**src/hdl/rgbhsv_pkg.sv**
```systemverilog
// Shared types and constants for the RGB to HSV converter.
package rgbhsv_pkg;

  // Quotient bits per divide, remainder width and divisor width
  localparam int QUO_W = 17;
  localparam int REM_W = 25;
  localparam int DVS_W = 9;

  // Hue in 1/64 degree: a full circle and twice each sector offset
  localparam logic [QUO_W-1:0] HUE_FULL     = 17'd23040;
  localparam logic [15:0]      HUE_OFS2_RED = 16'd0;
  localparam logic [15:0]      HUE_OFS2_GRN = 16'd15360;
  localparam logic [15:0]      HUE_OFS2_BLU = 16'd30720;
  localparam logic [15:0]      HUE_OFS2_WRP = 16'd46080;
  // Twice one sixty-degree step of hue (1/64 degree) per unit difference over span
  localparam logic signed [25:0] HUE_SLOPE2 = 26'sd7680;

  typedef struct packed {
    logic [7:0] red;
    logic [7:0] green;
    logic [7:0] blue;
  } pixel_t;

  typedef struct packed {
    logic [14:0] hue;
    logic [16:0] saturation;
    logic [7:0]  brightness;
  } hsv_t;

  // One restoring-divide lane: running remainder, divisor, quotient so far
  typedef struct packed {
    logic [REM_W-1:0] rem;
    logic [DVS_W-1:0] dvs;
    logic [QUO_W-1:0] quo;
  } div_lane_t;

  // Everything one pipeline cell hands to the next
  typedef struct packed {
    div_lane_t  sat;
    div_lane_t  hue;
    logic       sat_zero;
    logic       hue_zero;
    logic [7:0] brightness;
  } stage_t;

endpackage

```
**src/hdl/rgb_to_hsv_converter.sv**
```systemverilog
// Top level of the RGB to HSV converter: front cell, divider chain, result formatting.
// Converts one 8-bit RGB pixel per clock, while out_ready holds, into hue (1/64 degree,
// rounded, wrapped at 360), saturation (span/max in 1/65536, rounded) and brightness (max
// channel). Throughput is one pixel per cycle unless the output stalls. The path from input
// transfer to output is registered in one front cell plus a chain of 17 divider cells,
// each producing one quotient bit of both divides.
// Every cell is elastic, so a stalled output only stops the cells behind a full cell, and
// the block keeps taking pixels until the chain fills.
module rgb_to_hsv_converter
  import rgbhsv_pkg::*;
(
  input  logic   clk,
  input  logic   rst_n,
  input  logic   in_valid,
  output logic   in_ready,
  input  pixel_t in_data,
  output logic   out_valid,
  input  logic   out_ready,
  output hsv_t   out_data
);

  logic             vld [QUO_W+1];
  logic             rdy [QUO_W+1];
  stage_t           dat [QUO_W+1];
  logic [QUO_W-1:0] hue_wrap;
  stage_t           last;

  rgbhsv_front u_front (
    .clk      (clk),
    .rst_n    (rst_n),
    .up_valid (in_valid),
    .up_ready (in_ready),
    .up_data  (in_data),
    .dn_valid (vld[0]),
    .dn_ready (rdy[0]),
    .dn_data  (dat[0])
  );

  // Chain of cells, most significant quotient bit first
  for (genvar k = 0; k < QUO_W; k++) begin : g_cell
    rgbhsv_div_cell #(
      .BIT (QUO_W - 1 - k)
    ) u_cell (
      .clk      (clk),
      .rst_n    (rst_n),
      .up_valid (vld[k]),
      .up_ready (rdy[k]),
      .up_data  (dat[k]),
      .dn_valid (vld[k+1]),
      .dn_ready (rdy[k+1]),
      .dn_data  (dat[k+1])
    );
  end

  assign last       = dat[QUO_W];
  assign out_valid  = vld[QUO_W];
  assign rdy[QUO_W] = out_ready;

  // Wrap a hue that rounds to a full circle, then drop greys and black
  assign hue_wrap = (last.hue.quo >= HUE_FULL) ? (last.hue.quo - HUE_FULL) : last.hue.quo;

  always_comb begin
    out_data.hue        = last.hue_zero ? 15'd0 : hue_wrap[14:0];
    out_data.saturation = last.sat_zero ? 17'd0 : last.sat.quo;
    out_data.brightness = last.brightness;
  end

endmodule

```
**src/hdl/rgbhsv_front.sv**
```systemverilog
// Front cell: finds max, min and sector and forms both dividends.
module rgbhsv_front
  import rgbhsv_pkg::*;
(
  input  logic   clk,
  input  logic   rst_n,
  input  logic   up_valid,
  output logic   up_ready,
  input  pixel_t up_data,
  output logic   dn_valid,
  input  logic   dn_ready,
  output stage_t dn_data
);

  logic               valid_r;
  stage_t             data_r;
  stage_t             data_nxt;
  logic [7:0]         hi;
  logic [7:0]         lo;
  logic [7:0]         span;
  logic               red_max;
  logic               grn_max;
  logic signed [8:0]  diff;
  logic [15:0]        ofs2;
  logic signed [25:0] hue_sum;

  // Pick max and min
  always_comb begin
    hi = (up_data.red > up_data.green) ? up_data.red : up_data.green;
    if (up_data.blue > hi) begin
      hi = up_data.blue;
    end
    lo = (up_data.red < up_data.green) ? up_data.red : up_data.green;
    if (up_data.blue < lo) begin
      lo = up_data.blue;
    end
    span = hi - lo;
  end

  // Choose sector, red wins ties over green, green over blue
  always_comb begin
    red_max = (up_data.red >= up_data.green) && (up_data.red >= up_data.blue);
    grn_max = !red_max && (up_data.green >= up_data.blue);
    if (red_max) begin
      diff = $signed({1'b0, up_data.green}) - $signed({1'b0, up_data.blue});
      ofs2 = (up_data.green < up_data.blue) ? HUE_OFS2_WRP : HUE_OFS2_RED;
    end else if (grn_max) begin
      diff = $signed({1'b0, up_data.blue}) - $signed({1'b0, up_data.red});
      ofs2 = HUE_OFS2_GRN;
    end else begin
      diff = $signed({1'b0, up_data.red}) - $signed({1'b0, up_data.green});
      ofs2 = HUE_OFS2_BLU;
    end
  end

  // Hue dividend 2N + span is never negative and fits the remainder width
  assign hue_sum = 26'(diff) * HUE_SLOPE2 + $signed(26'(ofs2 * span)) + $signed(26'(span));

  // Build the first stage
  always_comb begin
    data_nxt.sat.rem    = REM_W'({span, 17'd0}) + REM_W'(hi);
    data_nxt.sat.dvs    = {hi, 1'b0};
    data_nxt.sat.quo    = '0;
    data_nxt.hue.rem    = hue_sum[REM_W-1:0];
    data_nxt.hue.dvs    = {span, 1'b0};
    data_nxt.hue.quo    = '0;
    data_nxt.sat_zero   = (hi == 8'd0);
    data_nxt.hue_zero   = (span == 8'd0);
    data_nxt.brightness = hi;
  end

  // Take a transfer when empty or when the next cell drains this one
  assign up_ready = !valid_r || dn_ready;

  always_ff @(posedge clk) begin
    if (!rst_n) begin
      valid_r <= 1'b0;
    end else if (up_ready) begin
      valid_r <= up_valid;
    end
  end

  always_ff @(posedge clk) begin
    if (up_ready && up_valid) begin
      data_r <= data_nxt;
    end
  end

  assign dn_valid = valid_r;
  assign dn_data  = data_r;

endmodule

```
**src/hdl/rgbhsv_div_cell.sv**
```systemverilog
// Divider cell: settles one quotient bit of both the saturation and hue divides.
module rgbhsv_div_cell
  import rgbhsv_pkg::*;
#(
  parameter int BIT = 0
) (
  input  logic   clk,
  input  logic   rst_n,
  input  logic   up_valid,
  output logic   up_ready,
  input  stage_t up_data,
  output logic   dn_valid,
  input  logic   dn_ready,
  output stage_t dn_data
);

  logic   valid_r;
  stage_t data_r;
  stage_t data_nxt;

  // One restoring step on a lane against the divisor shifted to this bit
  function automatic div_lane_t div_step(input div_lane_t lane);
    div_lane_t        res;
    logic [REM_W-1:0] dvs_sh;
    dvs_sh = REM_W'(lane.dvs) << BIT;
    res    = lane;
    if (lane.rem >= dvs_sh) begin
      res.rem      = lane.rem - dvs_sh;
      res.quo[BIT] = 1'b1;
    end
    return res;
  endfunction

  always_comb begin
    data_nxt     = up_data;
    data_nxt.sat = div_step(up_data.sat);
    data_nxt.hue = div_step(up_data.hue);
  end

  // Advance when empty or when the next cell drains this one
  assign up_ready = !valid_r || dn_ready;

  always_ff @(posedge clk) begin
    if (!rst_n) begin
      valid_r <= 1'b0;
    end else if (up_ready) begin
      valid_r <= up_valid;
    end
  end

  always_ff @(posedge clk) begin
    if (up_ready && up_valid) begin
      data_r <= data_nxt;
    end
  end

  assign dn_valid = valid_r;
  assign dn_data  = data_r;

endmodule
```
**config.mk**
```make
export PLATFORM = sky130hd
export DESIGN_NAME = rgb_to_hsv_converter
export DESIGN_NICKNAME = d
export VERILOG_FILES = /design/src/hdl/rgbhsv_pkg.sv /design/src/hdl/rgb_to_hsv_converter.sv /design/src/hdl/rgbhsv_front.sv /design/src/hdl/rgbhsv_div_cell.sv
export SDC_FILE = /design/constraint.sdc
export NUM_CORES = 2
export LEC_CHECK = 0
export BUFFER_PORTS_ARGS = -buffer_cell sky130_fd_sc_hd__clkbuf_2
export CORE_ASPECT_RATIO = 0.7
export CORE_UTILIZATION = 35
export CTS_CLUSTER_DIAMETER = 200
export CTS_CLUSTER_SIZE = 40
export DETAILED_ROUTE_END_ITERATION = 7
export PLACE_DENSITY = 0.53
export SLEW_MARGIN = 25
export SYNTH_ARGS = -nofsm -noshare
export SYNTH_HDL_FRONTEND = slang
export SYNTH_HIERARCHICAL = 1
export SYNTH_SLANG_ARGS = --single-unit
```
**constraint.sdc**
```tcl
create_clock -name clk -period 11.9 [get_ports clk]
set_input_delay 2.38 -clock clk [delete_from_list [all_inputs] [get_ports clk]]
set_output_delay 2.38 -clock clk [all_outputs]
set_load 0.01 [all_outputs]
```
# [Word level (Yosys, flattened, before mapping)]
# Index checks and enable logic that the tools add are counted.
[totals] reg_bits=1490 inputBits=28 out_inout_bits=42 elab_cells=377
[op_classes] n_addsub=40 multipliers=2 n_lt_le_gt_ge=43 n_mux=44 reduce_logical=59
[op_table] operator="25-bit 2-to-1 mux" n=32
[op_table] operator="25-bit by 10-bit >= comparator with 1-bit output" n=2
[op_table] operator="25-bit by 11-bit >= comparator with 1-bit output" n=2
[op_table] operator="25-bit by 12-bit >= comparator with 1-bit output" n=2
[op_table] operator="25-bit by 13-bit >= comparator with 1-bit output" n=2
[op_table] operator="25-bit by 14-bit >= comparator with 1-bit output" n=2
[op_table] operator="25-bit by 15-bit >= comparator with 1-bit output" n=2
[op_table] operator="25-bit by 16-bit >= comparator with 1-bit output" n=2
[op_table] operator="25-bit by 17-bit >= comparator with 1-bit output" n=2
[op_table] operator="25-bit by 18-bit >= comparator with 1-bit output" n=2
[op_table] operator="25-bit by 19-bit >= comparator with 1-bit output" n=2
[op_table] operator="25-bit by 20-bit >= comparator with 1-bit output" n=2
[op_table] operator="25-bit by 21-bit >= comparator with 1-bit output" n=2
[op_table] operator="25-bit by 22-bit >= comparator with 1-bit output" n=2
[op_table] operator="25-bit by 23-bit >= comparator with 1-bit output" n=2
[op_table] operator="25-bit by 24-bit >= comparator with 1-bit output" n=2
[op_table] operator="25-bit >= comparator" n=2
[op_table] operator="25-bit by 9-bit >= comparator with 1-bit output" n=2
[op_table] operator="25-bit by 10-bit subtractor with 25-bit output" n=2
[op_table] operator="25-bit by 11-bit subtractor with 25-bit output" n=2
[op_table] operator="25-bit by 12-bit subtractor with 25-bit output" n=2
[op_table] operator="25-bit by 13-bit subtractor with 25-bit output" n=2
[op_table] operator="25-bit by 14-bit subtractor with 25-bit output" n=2
[op_table] operator="25-bit by 15-bit subtractor with 25-bit output" n=2
[op_table] operator="31 further kinds" n=110

# [Longest topological paths before layout]
[depth] word_depth=20 depth_mapped=52 depth_no_buf=52

# [Cells and area by module]
# Netlist, hierarchy kept.
[modules_own_cells] mod="rgbhsv_front" n_inst=1 cells_each=891 area_each_um2=7433.4 seq_area_each_um2=1041.0
[modules_own_cells] mod="rgbhsv_div_cell (g_cell[16].u_cell)" n_inst=1 cells_each=384 area_each_um2=5226.3 seq_area_each_um2=3383.2
[modules_own_cells] mod="rgbhsv_div_cell (g_cell[15].u_cell)" n_inst=1 cells_each=388 area_each_um2=5220.0 seq_area_each_um2=3383.2
[modules_own_cells] mod="rgbhsv_div_cell (g_cell[14].u_cell)" n_inst=1 cells_each=386 area_each_um2=5182.5 seq_area_each_um2=3383.2
[modules_own_cells] mod="rgbhsv_div_cell (g_cell[13].u_cell)" n_inst=1 cells_each=369 area_each_um2=5137.4 seq_area_each_um2=3383.2
[modules_own_cells] mod="rgbhsv_div_cell (g_cell[12].u_cell)" n_inst=1 cells_each=372 area_each_um2=5131.2 seq_area_each_um2=3383.2
[modules_own_cells] mod="rgbhsv_div_cell (g_cell[11].u_cell)" n_inst=1 cells_each=346 area_each_um2=5006.1 seq_area_each_um2=3383.2
[modules_own_cells] mod="rgbhsv_div_cell (g_cell[10].u_cell)" n_inst=1 cells_each=349 area_each_um2=5003.5 seq_area_each_um2=3383.2
[modules_own_cells] mod="rgbhsv_div_cell (g_cell[9].u_cell)" n_inst=1 cells_each=339 area_each_um2=4958.5 seq_area_each_um2=3383.2
[modules_own_cells] mod="rgbhsv_div_cell (g_cell[8].u_cell)" n_inst=1 cells_each=339 area_each_um2=4924.7 seq_area_each_um2=3383.2
[modules_own_cells] mod="rgbhsv_div_cell (g_cell[7].u_cell)" n_inst=1 cells_each=335 area_each_um2=4921.0 seq_area_each_um2=3383.2
[modules_own_cells] mod="rgbhsv_div_cell (g_cell[5].u_cell)" n_inst=1 cells_each=314 area_each_um2=4834.6 seq_area_each_um2=3383.2
[modules_own_cells] mod="rgbhsv_div_cell (g_cell[4].u_cell)" n_inst=1 cells_each=324 area_each_um2=4812.1 seq_area_each_um2=3383.2
[modules_own_cells] mod="rgbhsv_div_cell (g_cell[6].u_cell)" n_inst=1 cells_each=319 area_each_um2=4777.1 seq_area_each_um2=3383.2
[modules_own_cells] mod="5 more rows"

# [Worst setup path after synthesis]
# OpenSTA, ideal clock, no wires.
[synth_timing] path_kind="input -> register" start="in in_data[9] (netlist name)" end="reg u_front.data_r, in the netlist u_front/dn_data[60], data pin" setup_ns=0.150 arrival_ns=11.982 t_required_ns=11.750 setup_slack_ns=-0.232 stages=49 n_path_buf=1 cell_sequence="inv_1 ha_1 nor2b_1 o31a_4 o21ai_4 a21oi_1 a21oi_1 ha_1 a21oi_1 nand2_1 a211oi_1 a21oi_1 a31o_2 or3_1 buf_2 a21oi_2 inv_1 ha_1 (+13 left out) inv_1 fa_1 inv_1 ha_1 inv_1 o21bai_1 a21oi_1 o21bai_1 a21oi_1 o21bai_1 a21oi_1 xnor2_1 ha_1 a21o_1 a41oi_1 nor2_1 mux2_4 nor3_2"
[synth_rtl] item="start, declared" line_no="rgb_to_hsv_converter.sv:16" rtl="input pixel_t in_data,"
[synth_rtl] item="end signal, assigned" line_no="rgbhsv_front.sv:85" rtl="data_r <= data_nxt;"
[synth_rtl] item="end, declared" line_no="rgbhsv_front.sv:16" rtl="stage_t data_r;"

==> results.cfg <==
[pwr]
cellLeakagePower_nw = 32.5
vdd.ir_drop.worst_v = 0.00152
power.share.combinational_pct = 50.3
power.sequential.fraction_pct = 37.1
power-per-cell-area_mw_per_mm2 = 226
power.clock.fraction_pct = 12.6
p_sw_share_pct = 34.4
power.internal_mw = 14.1
net-switching-power_mw = 7.38

[clocking]
total_number_of_clock_tree_sinks = 1888
post_cts_hold_buffer_count = 0
clock_tree.htree_level_count = 2
clk_lat_worst_skew_ns = 0.76
clock_path_buffers = 3
cts_made_buffers = 53
root_buffer = sky130_fd_sc_hd__clkbuf_16
path_clk_slew_ns = 0.17
cts_tree = yes

[drt]
drt_pre_antenna_iters = 5
via_count = 48500
drc = 0
totalWireLength_um = 172000
met2_wirelength_um = 77900
drt-vias-per-instance = 4.84
residual_antenna_violating_net_count_after_detailed_routing = 0
drt-wirelength-per-cell_um = 17.1
highest-signal-layer = met5
post_route_met1_wirelength_um = 86100
detailroute.wirelength.met3_um = 4220
detailed_router_s_first_iteration_violation_count = 3094

[sta]
final-hold-violation-count = 0
fin_setup_tns_ns = 0
finalCritPeriodShare_pct = 94.6
unrepaired_setup_endpoints_after_global_routing = false
timing.slew.headroom_pct = 33.6
final_count_of_pins_violating_max_slew = 0
fmax_ghz = 0.0889
setup_viol = 0
clock_skew_ns = 0.0789
worst_slack_ns = 0.646
tightestPinTransition_ns = 0.996
layout_min_cycle_time_ns = 11.25

[layout]
layoutNonFillerInstCount = 10000
drive_gt1_share_pct = 9.31
area_growth_pct = 7.42
fillerInstances = 23600
final_net_count = 7148
final_core_utilization_pct = 37.8

[placement]
placedCellCount = 9919
place.detailed.hpwl_um = 130000
port_buffers = 69
place_worst_setup_slack_ns = -0.506
routabilityCongestion = 0.848

[critical_path]
maximum_fanout_along_the_worst_path = 7
timing_worst_setup_path_type = input port to flip-flop
crit_required_ns = 12.54
rr_startpoint = g_cell[16].u_cell/dn_valid
worst_endpoint_data_arrival_time_ns = 11.90
cpMaxStageDelayCell = sky130_fd_sc_hd__fa_1
worst_path_dominant_cell_family = compound AO/OA/AOI/OAI gates
critPathMostFrequentCell = sky130_fd_sc_hd__inv_1
critical_path.max_stage_delay_ns = 0.50
worst-path-buf-inv = 9
critPathLaunch = in_data[9]
critical_path.startpoint_type = input port
end_kind = flip-flop

[synth]
synthesis.instances = 6433
ys_warn_count = 6
synth_area_per_cell_um2 = 13.8
synthesis.area_mm2 = 0.0885

[global_routing]
antenna_found_initial = 2
grt_first_pass_wirelength_um = 272000
globalRouteTotalUtil_pct = 13.1
pin_count_of_the_biggest_net_entering_global_routing = 97
gr-total-overflow = 0
via_count_of_the_first_global_routing_pass = 48100

[floorplan]
ioPinCount = 70
std_cell_rows = 154
die_area_mm2 = 0.255
chipWidth_um = 603
effective_utilization_at_floorplan_pct = 35.2
die_h_um = 423
coreArea_mm2 = 0.251

[run]
drv_cap = 0

[min_path]
worstHoldStart = g_cell[7].u_cell/dn_data[67]
min-delay-path-class = flip-flop to flip-flop

[outcome]
outcome = finished clean
==> layout by cell type (no fill, tap or decap), types with 46 or more instances in the layout <==
master,n
sky130_fd_sc_hd__edfxtp_1,1870
sky130_fd_sc_hd__inv_1,529
sky130_fd_sc_hd__ha_1,423
sky130_fd_sc_hd__nor2_1,382
sky130_fd_sc_hd__nand2_1,324
sky130_fd_sc_hd__a21oi_1,290
sky130_fd_sc_hd__xnor2_1,250
sky130_fd_sc_hd__o21ai_0,238
sky130_fd_sc_hd__buf_4,182
sky130_fd_sc_hd__xor2_1,172
sky130_fd_sc_hd__nor3_1,146
sky130_fd_sc_hd__nand2b_1,113
sky130_fd_sc_hd__a21o_1,96
sky130_fd_sc_hd__nor2b_1,86
sky130_fd_sc_hd__nand3_1,84
sky130_fd_sc_hd__mux2_2,82
sky130_fd_sc_hd__fa_1,74
sky130_fd_sc_hd__nor4_1,72
sky130_fd_sc_hd__clkbuf_2,69
sky130_fd_sc_hd__o21a_1,60
sky130_fd_sc_hd__nand4_1,57
sky130_fd_sc_hd__clkbuf_16,53
sky130_fd_sc_hd__o31ai_1,47
sky130_fd_sc_hd__or3_1,46
sky130_fd_sc_hd__conb_1,46
==> flip-flops by register name, indices dropped and copies added (netlist names) <==
name,count
g_cell.u_cell/dn_data,1836
u_front/dn_data,34
g_cell.u_cell/dn_valid,17
u_front/dn_valid,1
==> path summary, 6_finish.rpt <==
check	endpoint	slack, ns	cells after the start
setup / recovery	u_front/dn_data[60]	0.65	50
hold / removal	g_cell[8].u_cell/dn_data[67]	0.41	0
setup reg to reg	g_cell[0].u_cell/dn_data[83]	7.17	19
hold reg to reg	g_cell[8].u_cell/dn_data[67]	0.41	0
==> per-layer routing <==
layer	vias to the layer above	global-route usage [%]
met5	-	0
met4	2	2.71
met3	157	1.05
met2	590	21.5
met1	23600	19.1
li1	24100	-
==> power groups by stage <==
stage | registers (mW) | logic, mW | clock network, mW
final | 7.96 | 10.8 | 2.71
after global routing | 7.98 | 12.2 | 3.03
after CTS | 7.97 | 10.9 | 2.86
after detailed placement | 8.12 | 10.8 | 0
after global placement | 8.12 | 10.8 | 0
after floorplan | 8.06 | 7.39 | 0
==> worst register-to-register path: cells and delay by family, from the launching register on <==
family	cells	cell delay, ns
buf+inv	1	0.83
flops	1	0.33
simple gates	18	3.06
==> repair_timing <==
action / CTS / global route
endpoints found under the setup margin: 0 / 2
setup buffers: 0 / 1
gates resized for setup: 0 / 7
==> through the flow <==
stage               total power [mW]  instance area [um^2]  hold WS, ns
detailed placement              19.0                 93500        0.405
finish                          21.5                 95100        0.407
CTS                             21.7                 95000        0.406
global placement                18.9                 93500        0.400
global route                    23.2                 95100        0.411
floorplan                       15.4                 88700        0.400
==> layout make-up <==
| class | instances | area (um^2) | area share [%] |
|---|---|---|---|
| inverter | 530 | 1990 | 2.09 |
| clock buffer | 77 | 1420 | 1.49 |
| tap | 3354 | 4200 | 4.41 |
| clock inverter | 4 | 67.6 | 0.0711 |
| multi-input combinational | 3897 | 29100 | 30.6 |
| sequential | 1888 | 56500 | 59.5 |
| timing repair buffer | 253 | 1740 | 1.83 |
| antenna | 2 | 5.00 | 0.00527 |
(Power assumes the default switching activity.)
